--- src/rtl/atrp_pkg.sv ---
`default_nettype none

package atrp_pkg;

    // Samples are scaled to this width before the rotations
    localparam int SCALED_W = 40;
    // Rotation datapath: scaled sample plus headroom for CORDIC growth
    localparam int DATA_W = SCALED_W + 3;
    // Angle accumulator, Q24 radians
    localparam int ANGLE_W = 28;
    // Result widths, Q13 radians
    localparam int ROLL_W = 16;
    localparam int PITCH_W = 15;
    localparam int M_DATA_W = 32;

    localparam int ANGLE_TABLE_LEN = 24;
    localparam logic signed [ANGLE_W-1:0] HALF_PI_Q24 = 28'sd26353589;
    localparam logic signed [ANGLE_W-1:0] ROLL_LIMIT = 28'sd25736;
    localparam logic signed [ANGLE_W-1:0] PITCH_LIMIT = 28'sd12868;

    // Gain correction: round(0.60725293501 * 2^20)
    localparam int GAIN_W = 20;
    localparam int GAIN_FRAC = 20;
    localparam logic [GAIN_W-1:0] INV_GAIN_Q20 = 20'd636751;
    // Magnitude split into two partial products
    localparam int MAG_W = DATA_W - 1;
    localparam int MAG_LO_W = MAG_W / 2;
    localparam int MAG_HI_W = MAG_W - MAG_LO_W;
    localparam int PROD_LO_W = MAG_LO_W + GAIN_W;
    localparam int PROD_HI_W = MAG_HI_W + GAIN_W;
    localparam int SUM_W = MAG_W + GAIN_W + 1;

    // round(atan(2^-i) * 2^24)
    localparam logic signed [ANGLE_W-1:0] ATAN_Q24 [ANGLE_TABLE_LEN] = '{
        28'sd13176795, 28'sd7778716, 28'sd4110060, 28'sd2086331,
        28'sd1047214, 28'sd524117, 28'sd262123, 28'sd131069,
        28'sd65536, 28'sd32768, 28'sd16384, 28'sd8192,
        28'sd4096, 28'sd2048, 28'sd1024, 28'sd512,
        28'sd256, 28'sd128, 28'sd64, 28'sd32,
        28'sd16, 28'sd8, 28'sd4, 28'sd2
    };

    // One word in flight through a rotation chain
    typedef struct packed {
        logic                      zero;
        logic signed [DATA_W-1:0]  x;
        logic signed [DATA_W-1:0]  y;
        logic signed [ANGLE_W-1:0] z;
    } lane_t;

    // Q24 to Q13 with round half up, then clamp to +-limit
    function automatic logic signed [ROLL_W-1:0] to_q13(
        input logic signed [ANGLE_W-1:0] z,
        input logic signed [ANGLE_W-1:0] limit
    );
        logic signed [ANGLE_W:0] sum;
        logic signed [ANGLE_W:0] q;
        logic signed [ANGLE_W:0] lim;
        begin
            sum = {z[ANGLE_W-1], z} + (ANGLE_W+1)'(1024);
            q   = sum >>> 11;
            lim = {limit[ANGLE_W-1], limit};
            if (q > lim) begin
                q = lim;
            end else if (q < -lim) begin
                q = -lim;
            end
            return q[ROLL_W-1:0];
        end
    endfunction

endpackage

`default_nettype wire

--- src/rtl/atrp_gain.sv ---
`default_nettype none

module atrp_gain (
    input  wire logic                               aclk,
    input  wire logic                               aresetn,
    input  wire logic                               en,
    input  wire logic                               valid_in,
    input  wire atrp_pkg::lane_t                    roll_lane,
    input  wire logic signed [atrp_pkg::DATA_W-1:0] neg_ax_in,
    output logic                                    valid_out,
    output logic signed [atrp_pkg::DATA_W-1:0]      mag_out,
    output logic signed [atrp_pkg::DATA_W-1:0]      neg_ax_out,
    output logic signed [atrp_pkg::ROLL_W-1:0]      roll_out
);

    logic [2:0] valid_reg;

    logic [atrp_pkg::MAG_W-1:0]     mag_clamp;
    logic [atrp_pkg::MAG_HI_W-1:0]  hi1_reg;
    logic [atrp_pkg::PROD_LO_W-1:0] plo1_reg;
    logic [atrp_pkg::PROD_LO_W-1:0] plo2_reg;
    logic [atrp_pkg::PROD_HI_W-1:0] phi2_reg;
    logic [atrp_pkg::SUM_W-1:0]     sum_next;
    logic signed [atrp_pkg::DATA_W-1:0] mag_reg;

    logic signed [atrp_pkg::DATA_W-1:0] nax1_reg, nax2_reg, nax3_reg;
    logic signed [atrp_pkg::ROLL_W-1:0] roll_next;
    logic signed [atrp_pkg::ROLL_W-1:0] roll1_reg, roll2_reg, roll3_reg;

    // Clamp negative magnitude, convert roll angle
    always_comb begin
        mag_clamp = roll_lane.x[atrp_pkg::DATA_W-1] ? '0 : roll_lane.x[atrp_pkg::MAG_W-1:0];
        if (roll_lane.zero) begin
            roll_next = '0;
        end else begin
            roll_next = atrp_pkg::to_q13(roll_lane.z, atrp_pkg::ROLL_LIMIT);
        end
    end

    // Combine partial products with round half up, drop fraction bits
    assign sum_next = {phi2_reg, {atrp_pkg::MAG_LO_W{1'b0}}}
                    + atrp_pkg::SUM_W'(plo2_reg)
                    + (atrp_pkg::SUM_W'(1) << (atrp_pkg::GAIN_FRAC - 1));

    always_ff @(posedge aclk) begin
        if (!aresetn) begin
            valid_reg <= '0;
        end else if (en) begin
            valid_reg <= {valid_reg[1:0], valid_in};
        end
    end

    always_ff @(posedge aclk) begin
        if (en) begin
            // low partial product
            plo1_reg  <= atrp_pkg::PROD_LO_W'(mag_clamp[atrp_pkg::MAG_LO_W-1:0])
                       * atrp_pkg::PROD_LO_W'(atrp_pkg::INV_GAIN_Q20);
            hi1_reg   <= mag_clamp[atrp_pkg::MAG_W-1:atrp_pkg::MAG_LO_W];
            nax1_reg  <= neg_ax_in;
            roll1_reg <= roll_next;
            // high partial product
            phi2_reg  <= atrp_pkg::PROD_HI_W'(hi1_reg)
                       * atrp_pkg::PROD_HI_W'(atrp_pkg::INV_GAIN_Q20);
            plo2_reg  <= plo1_reg;
            nax2_reg  <= nax1_reg;
            roll2_reg <= roll1_reg;
            // sum and scale
            mag_reg   <= sum_next[atrp_pkg::GAIN_FRAC +: atrp_pkg::DATA_W];
            nax3_reg  <= nax2_reg;
            roll3_reg <= roll2_reg;
        end
    end

    assign valid_out  = valid_reg[2];
    assign mag_out    = mag_reg;
    assign neg_ax_out = nax3_reg;
    assign roll_out   = roll3_reg;

endmodule

`default_nettype wire

--- config.mk ---
export PLATFORM = sky130hd
export DESIGN_NAME = atrp_gain
export DESIGN_NICKNAME = d
export VERILOG_FILES = /design/src/rtl/atrp_pkg.sv /design/src/rtl/atrp_gain.sv
export SDC_FILE = /design/constraint.sdc
export NUM_CORES = 1
export LEC_CHECK = 0
export BUFFER_PORTS_ARGS = -buffer_cell sky130_fd_sc_hd__buf_2
export CAP_MARGIN = 20
export CORE_ASPECT_RATIO = 1.4
export CORE_MARGIN = 2
export CORE_UTILIZATION = 55
export DETAILED_ROUTE_END_ITERATION = 8
export HOLD_SLACK_MARGIN = 0.08
export PLACE_DENSITY_LB_ADDON = 0.12
export SYNTH_ARGS = -nofsm -noshare
export SYNTH_HDL_FRONTEND = slang
export SYNTH_SLANG_ARGS = --single-unit
--- constraint.sdc ---
create_clock -name aclk -period 6.15 [get_ports aclk]
set_input_delay 0 -clock aclk [delete_from_list [all_inputs] [get_ports aclk]]
set_output_delay 0 -clock aclk [all_outputs]
set_load 0.02 [all_outputs]
# Yosys cells after proc, flatten, opt, wreduce, memory -nomap -nowiden
# Cells that the tools add are included.
dict set report word_totals {
  regBits 367
  input_bits 162
}
dict set report classes {
  addsub 3
  mul 2
  magnitude_cmp 2
  mux 3
  n_reduce_logical 2
}
# operator count
set ops {}
lappend ops {{$mul A21 B20 Y41 const B} 2}
lappend ops {{$add A62 B41 Y63} 1}
lappend ops {{$add A63 B20 Y63 const B} 1}
lappend ops {{$add A28 B12 Y29 const B} 1}
lappend ops {{$mux W21} 1}
lappend ops {{$gt A18 B16 Y1 const B} 1}
lappend ops {{$lt A18 B16 Y1 const B} 1}
lappend ops {{$mux W16} 1}
lappend ops {{$mux W15} 1}
lappend ops {{$reduce_or A3 Y1} 1}
lappend ops {{$reduce_or A2 Y1} 1}

# Logic depth before layout (Yosys ltp)
# Gate-level depths: netlist of the first run.
dict set report logic_depth {
  word_depth 4
  ltp_mapped 26
}

# Least setup slack after synthesis of the first run
# No wires, ideal clock.
dict set report synth_timing {
  path_type {register -> register}
  start {register hi1_reg[9] (netlist name)}
  end {register phi2_reg[32] (netlist name), data pin}
  setup_time_ps 263
  arrival_ps 6047
  required_time_ps 5887
  path_slack_ps -160
  stages_incl_launch_ff 22
  n_path_buf 1
  synth_period_minus_slack_ps 6310
  cell_sequence {edfxtp_1 inv_1 fa_1 fa_1 fa_1 inv_1 fa_1 fa_1 fa_1 inv_1 fa_1 inv_1 ha_1 clkbuf_1 nor2_1 a211oi_1 o22ai_1 a21oi_1 a21oi_1 o21ai_1 a21boi_0 xnor2_1}
}
dict set report synth_via {
  elab_chain_len 1
}
# item line_no
set synth_rtl {}
lappend synth_rtl {{start, declared} atrp_gain.sv:19} ;# logic [atrp_pkg::MAG_HI_W-1:0] hi1_reg;
lappend synth_rtl {{start signal, assigned} atrp_gain.sv:58} ;# hi1_reg <= mag_clamp[atrp_pkg::MAG_W-1:atrp_pkg::MAG_LO_W];
lappend synth_rtl {{$mul A21 B20 Y41} atrp_gain.sv:63} ;# * atrp_pkg::PROD_HI_W'(atrp_pkg::INV_GAIN_Q20);
lappend synth_rtl {{end signal, assigned} atrp_gain.sv:62} ;# phi2_reg <= atrp_pkg::PROD_HI_W'(hi1_reg)
lappend synth_rtl {{end, declared} atrp_gain.sv:22} ;# logic [atrp_pkg::PROD_HI_W-1:0] phi2_reg;
# Every way passes these cells.
# A chain may end at the register's enable or synchronous reset.

# Final worst setup path of the first run
dict set report layout_timing {
  start {register hi1_reg[9] (netlist name)}
  end {register phi2_reg[35] (netlist name), data pin}
}
# Same word-level chain as after synthesis.

==> summary.md, run 1 <==
| Metric | Value |
|---|---|
| Run status | finished with violations |
| Failing checks | setup timing |
| NumNets Final | roughly 4100 |
| Max Clock Skew | 0.01603 ns |
| Hold path depth | 3 |
| Largest net degree at the start of global routing | approximately 110 |
| Port Buffers | 211 |
| WL final | 73.77 mm |
| Pre-antenna DRT Iters | 5 |
| Crit-path max cell delay | 0.56 ns |
| Crit path launch type | flip-flop |
| Grt ovf | 0 |
| First-pass GRT wire length | 115.2 mm |
| # Max-Cap Violations | 0 |
| Hold EP | hi1_reg[14]$_SDFFCE_PP0P_ |
| DR top layer | met4 |
| Die Wd | 200.5 microns |
| Post-synthesis mux area share | 0.1768% |
| Main combinational cell family by area after synthesis | adder cells |
| Period utilisation layout | 100.4% |
| Worst EP required | 6.50 ns |
| Detailed placer's ending HPWL | 61.49 mm |
| Register area share after synthesis | 33.13% |
| Clk_lat worst skew | 0.60 ns |
| Worst-Margin Slew | between 1 and 1.5 ns |
| Simple-Gate Fraction of Synth Area | under 10% |
| Die footprint | about 56000 sq um |
| Avg Inst Size Synth | 11.83 sq um |
| DRT iter0 DRCs | 729 |
| Row count | 100 |
| Max transition margin | 33.27% |
| Max Buffers Root-to-Sink | 3 |
| Yosys reg bits | 329 |
| Adder-Cell Fraction of Synth Area | a little over two fifths |
| Initial Util | 55.78% |
| Final Core Density | 68.45% |
| CTS tree | yes |
| Most common cell after layout, fill and taps aside | inv_1 |
| Total CTS buffers | 31 |
| Setup ws final | -0.02224 ns |
| Boundary Pins | 265 |
| Metal2 WL | 41.93 mm |
| R2R setup slack | -0.02 ns |
| Ys Warns | 0 |
| Clock sinks | 329 |
| Synth Area in XOR/XNOR | under 10% |
| Post-synth EDFFs | 326 |
| HP Start | roll_lane[113] |
| Die Ht | 279.1 microns |
| H-tree depth | 1 |
| Final Max Slew Viols | 0 |
| CP Cell Sequence | inv_2 > buf_6 > fa_1 > fa_1 > fa_1 > inv_2 > fa_2 > fa_1 > fa_1 > inv_1 > fa_1 > inv_2 > ha_4 > a21o_1 > a21o_1 > a21oi_2 > o21ai_4 > o21bai_4 > nand4_1 > a31oi_1 > xnor2_1 |
| CP dominant cell by count | fa_1 |
| Compound-Gate Fraction of Synth Area | 6.952% |
| Final critical-path required period | 6.172 ns |
| DR vias | 19940 |
| Reg-to-reg endpoint | phi2_reg[35]$_DFFE_PP_ |
| Vias/cell | 5.152 |
| CP max FO | 4 |
| Crit path DAT | between 6 and 7 ns |
| Synth Flop Type | edfxtp_1 |
| Crit Path Class | reg -> reg |
| Unrepaired setup endpoints after global routing | true |
| Max Fclk | 162.0 MHz |
| Post-DP Area | 33550 sq um |
| Ratio of cells with drive above 1 in the final layout | between 20% and 30% |
| Cells on worst reg2reg path | 21 |
| CTS Root Cell | clkbuf_16 |
| # DRC | 0 |
| Post-Route M1 WL | around 26 mm |
| Total Routing Usage GR | a little over a quarter |
| WP buf/inv | 5 |
| Synth-to-Final Area Change | 22.72% |
| Worst hold path class | in -> reg |
| Worst setup EP type | flip-flop |
| RR Startpoint | hi1_reg[9]$_SDFFCE_PP0P_ |
| Met3 wire len | between 2 and 2.5 mm |
| Initial antenna violation count | 0 |
| Vias in the first global route | between 20000 and 25000 |
| Mapped Cells | 2513 |
| DR WL/cell | 19.06 microns |
| Synthesized area | 29730 sq um |
| Reg clk slew, reported paths | ~0.07 ns |
| RePlAce Congestion | between 0.9 and 1 |
| Final setup violating endpoints | 3 |
| Critical-path top delay cell | fa_2 |
| Synth Net Count | 3440 |
| Most frequent cells in the layout | 606 x inv_1, 374 x fa_1, 364 x ha_1 |
| Area of the core | 53300 sq um |
| Async SR Flop Fraction | 0% |
| Post-route antenna net violation count | 0 |
| CP delay by family, top | adder cells |
| Fin area | 36490 sq um |
| Netlist cell types | 79 |
| Final hold viol count | 0 |
[area by class of cell]
class                           count  area (sq um)
Multi-Input combinational cell   1523         17830
Fill cell                        4089         16820
Sequential cell                   329          9849
Timing Repair Buffer              612          4433
Inverter                          634          2380
Tap cell                          714         893.4
Clock buffer                       34         787.0
Clock inverter                     24         305.3
Antenna cell                        1         2.502
[synthesized netlist by cell type, types with 3 or more instances]
cell type / n / area share [%]
a211oi_1: 8 / 0.20
nor2_1: 65 / 0.82
o21a_1: 17 / 0.43
buf_2: 8 / 0.13
fa_1: 380 / 26
o31ai_1: 7 / 0.18
o211ai_1: 6 / 0.15
xnor2_1: 71 / 2.1
a21oi_2: 13 / 0.38
nand3_1: 27 / 0.45
nor2b_1: 42 / 0.88
o21ai_0: 35 / 0.59
xor2_1: 47 / 1.4
a2111oi_0: 3 / 0.088
edfxtp_1: 326 / 33
or3_1: 5 / 0.11
nor2_2: 3 / 0.063
nor3_1: 20 / 0.34
inv_1: 633 / 8.0
and2_1: 15 / 0.32
nand4_1: 19 / 0.40
ha_1: 385 / 16
a21oi_1: 85 / 1.4
a211o_1: 7 / 0.21
nand2b_1: 24 / 0.50
or2_2: 3 / 0.063
a31oi_1: 10 / 0.21
o22ai_1: 3 / 0.063
o21bai_1: 21 / 0.53
nor3b_1: 3 / 0.076
clkbuf_1: 16 / 0.20
mux2i_1: 3 / 0.10
dfxtp_1: 3 / 0.20
o21ai_1: 6 / 0.10
a21o_1: 52 / 1.3
o2111ai_1: 3 / 0.088
and3_1: 25 / 0.53
nand2_1: 58 / 0.73
[worst min-delay path: stages]
cell	delay, ns
clkbuf_4	0.19
buf_4	0.23
nor2b_1	0.14
[per-layer routing]
metal  GRT usage (%)  vias to the layer above
li1                -                     9441
met1           27.87                     9945
met2           53.68                      397
met3           2.381                      160
met4           11.21                        0
met5               0                        -
[per-stage QoR]
stage | hold WS, ns | setup slack, ns | TNS [ns] | std cells
global route | 0.09877 | -0.1933 | -1.665 | 3870
finish | 0.08345 | -0.02224 | -0.02955 | 3871
global placement | 0.1773 | -0.3150 | -4.590 | 3674
detailed placement | 0.1782 | -0.5354 | -8.470 | 3674
floorplan | 0.09887 | 0.01753 | 0 | 2513
CTS | 0.08130 | -0.01800 | -0.01800 | 3857
[worst max path at each step]
| stage | from | end | slack [ns] | cells after the start |
|---|---|---|---|---|
| final | hi1_reg[9]$_SDFFCE_PP0P_ | phi2_reg[35]$_DFFE_PP_ | -0.02 | 21 |
| after global routing | hi1_reg[9]$_SDFFCE_PP0P_ | phi2_reg[35]$_DFFE_PP_ | -0.19 | 21 |
| after CTS | hi1_reg[12]$_SDFFCE_PP0P_ | phi2_reg[35]$_DFFE_PP_ | -0.02 | 20 |
| after detailed placement | roll_lane[113] | plo1_reg[35]$_DFFE_PP_ | -0.54 | 26 |
| after global placement | hi1_reg[10]$_SDFFCE_PP0P_ | phi2_reg[35]$_DFFE_PP_ | -0.31 | 21 |
| after floorplan | roll_lane[113] | plo1_reg[35]$_DFFE_PP_ | 0.02 | 22 |
[cell families after synthesis]
| family | count (synthesis) |
|---|---|
| AOI/OAI and AO/OA | 304 |
| xor gates and xnor gates | 119 |
| adders and majority gates | 765 |
| buffers and inverters | 661 |
| DFF | 329 |
| muxes | 5 |
| and+or+nand+nor | 330 |
[repair_timing]
| action | in CTS | in global routing |
|---|---|---|
| buffers inserted | 23 | 14 |
| hold buffers | 103 | 0 |
| endpoints found under the setup margin | 16 | 23 |
| hold endpoints to repair | 184 | 0 |
| pin swaps | 59 | 68 |
| resized for setup | 49 | 73 |
Power of run 1 is not shown: default switching activity piles up to over one toggle a cycle in this logic, so the estimate is an artifact.
==> run 2: changes to the inputs <==
--- a/config.mk
+++ b/config.mk
@@ -6,7 +6,7 @@
 export NUM_CORES = 1
 export LEC_CHECK = 0
 export BUFFER_PORTS_ARGS = -buffer_cell sky130_fd_sc_hd__buf_2
-export CAP_MARGIN = 20
+export CAP_MARGIN = 0
 export CORE_ASPECT_RATIO = 1.4
 export CORE_MARGIN = 2
 export CORE_UTILIZATION = 55
==> constraint.sdc (replaced) <==
create_clock -name aclk -period 6.1 [get_ports aclk]
set_input_delay 0 -clock aclk [delete_from_list [all_inputs] [get_ports aclk]]
set_output_delay 0 -clock aclk [all_outputs]
set_load 0.02 [all_outputs]
==> run 2 against run 1 <==
The run still ends with setup timing left. Core utilization down 1.2 points. Cell count down 1.2%. Global-route usage decreased by 1.3 points. Non-clock buffer count is 44 lower. Setup slack worse by 0.0028 ns. Routed wire length down 5.7%. Die area is the same.
==> summary.md, run 2 (same netlist as run 1, synthesis figures left out) <==
| Metric | Value |
|---|---|
| First-pass GRT wire length | 110.6 mm |
| DR vias | 19570 |
| Synth-to-Final Area Change | 20.49% |
| Fin area | 35820 sq um |
| Hold path depth | 5 |
| CP delay by family, top | adder cells |
| Run status | finished with violations |
| Die Wd | 200.5 microns |
| Largest net degree at the start of global routing | about 140 |
| Total CTS buffers | 30 |
| Max Clock Skew | 0.01761 ns |
| Vias in the first global route | roughly 22000 |
| CTS tree | yes |
| Register area | 9849 sq um |
| FILL cells | approximately 4200 |
| Clock sinks | about 330 |
| Row count | 100 |
| Area of the multi-input gates | around 18000 sq um |
| Crit path launch type | flip-flop |
| Period utilisation layout | 100.4% |
| CP max FO | 4 |
| Cell depth of the worst setup path | 20 |
| # diodes | 0 |
| Clk_lat worst skew | roughly 0.6 ns |
| Post-DP Area | about 33000 sq um |
| Ratio of cells with drive above 1 in the final layout | between 20% and 30% |
| Initial antenna violation count | 0 |
| Reg clk slew, reported paths | 0.06 ns |
| # DRC | 0 |
| RePlAce Congestion | 0.9407 |
| CP Cell Sequence | inv_2 > buf_6 > fa_1 > fa_1 > fa_1 > inv_1 > fa_1 > fa_1 > fa_1 > inv_2 > fa_1 > inv_2 > ha_4 > or2_4 > o22ai_4 > a21oi_4 > a211o_1 > a41oi_2 > o211ai_1 > xor2_1 |
| Die footprint | 55960 sq um |
| Worst hold path class | in -> reg |
| DRT iter0 DRCs | 874 |
| Worst EP required | between 6 and 7 ns |
| WP buf/inv | 5 |
| Final setup violating endpoints | 2 |
| Post-route antenna net violation count | 0 |
| Most common cell after layout, fill and taps aside | inv_1 |
| DR WL/cell | 18.20 microns |
| Crit-path max cell delay | ~0.56 ns |
| Max Buffers Root-to-Sink | 3 |
| H-tree depth | 1 |
| Critical-path top delay cell | fa_1 |
| Unrepaired setup endpoints after global routing | true |
| Total Routing Usage GR | between 20% and 30% |
| Failing checks | setup timing |
| Crit Path Class | reg -> reg |
| Grt ovf | 0 |
| Worst-Margin Slew | between 1 and 1.5 ns |
| # Max-Cap Violations | 0 |
| Max transition margin | 28.70% |
| Cells on worst reg2reg path | 20 |
| Final critical-path required period | 6.125 ns |
| Max Fclk | 163.3 MHz |
| Worst setup EP type | flip-flop |
| Most frequent cells in the layout | 613 x inv_1, 378 x fa_1, 367 x ha_1 |
| Boundary Pins | 265 |
| Area of the core | about 53000 sq um |
| Place WS | -0.4692 ns |
| Setup ws final | -0.02501 ns |
| WL final | 69.60 mm |
| CTS Root Cell | clkbuf_16 |
| Port Buffers | 211 |
| Vias/cell | 5.119 |
| NumNets Final | 4013 |
| Crit path DAT | 6.44 ns |
| Initial Util | 55.78% |
| Detailed placer's ending HPWL | a little under 60 mm |
| CP dominant cell by count | fa_1 |
| Final hold viol count | 0 |
| Final Max Slew Viols | 0 |
| Pre-antenna DRT Iters | 5 |
| Die Ht | 279.1 microns |
[run 2: final timing paths]
kind,from,to,slack [ns]
max reg2reg,hi1_reg[9]$_SDFFCE_PP0P_,phi2_reg[38]$_DFFE_PP_,-0.03
min,roll_lane[18],roll1_reg[8]$_SDFFCE_PP0P_,0.12
max,hi1_reg[9]$_SDFFCE_PP0P_,phi2_reg[38]$_DFFE_PP_,-0.03
min reg2reg,roll1_reg[13]$_SDFFCE_PP0P_,roll2_reg[13]$_DFFE_PP_,0.42
[run 2: final cells by class]
cell class              count  share of cell area, %
clock buffers              36                  2.159
clock inverters            19                 0.4645
inverters                 634                  6.650
multi-input cells        1523                  49.47
flip-flops and latches    329                  27.49
well taps                 714                  2.494
repair buffers            568                  11.27
[run 2: what timing repair did]
action | CTS | global route
hold endpoints to repair | 179 | 0
buffers inserted | 13 | 12
hold buffers | 95 | 0
endpoints found under the setup margin | 15 | 24
pin swaps | 60 | 25
resized for setup | 43 | 42
gates cloned | 0 | 0
[run 2: routing by layer]
| metal | vias up | global-route usage [%] | wire (microns) |
|---|---|---|---|
| li1 | 9353 | - | - |
| met1 | 9642 | 26.96 | 25190 |
| met2 | 414 | 49.90 | 38640 |
| met3 | 162 | 2.113 | 1936 |
| met4 | 0 | 12.65 | 3828 |
| met5 | - | 0 | 0 |
[run 2: stage by stage]
step           hold WS [ns]  utilization (%)  std cells  setup TNS (ns)
3_5_place_dp         0.1785            62.61       3649          -7.009
6_report             0.1195            67.21       3823        -0.04463
3_3_place_gp         0.1772            62.61       3649          -4.296
5_1_grt              0.1144            67.21       3823          -1.479
2_1_floorplan       0.09887                -       2513        -0.03192
4_1_cts             0.08552            66.77       3812               0
[run 2: worst register-to-register path: cells and delay by family (launching register included)]
| kind | cells | cell delay, ns |
|---|---|---|
| adders and majority gates | 8 | 3.63 |
| buffers and inverters | 5 | 0.40 |
| DFF | 1 | 0.43 |
| and+or+nand+nor | 1 | 0.25 |
| AOI/OAI and AO/OA | 5 | 0.99 |
| xor gates and xnor gates | 1 | 0.16 |
Power of run 2 is left out for the same reason.
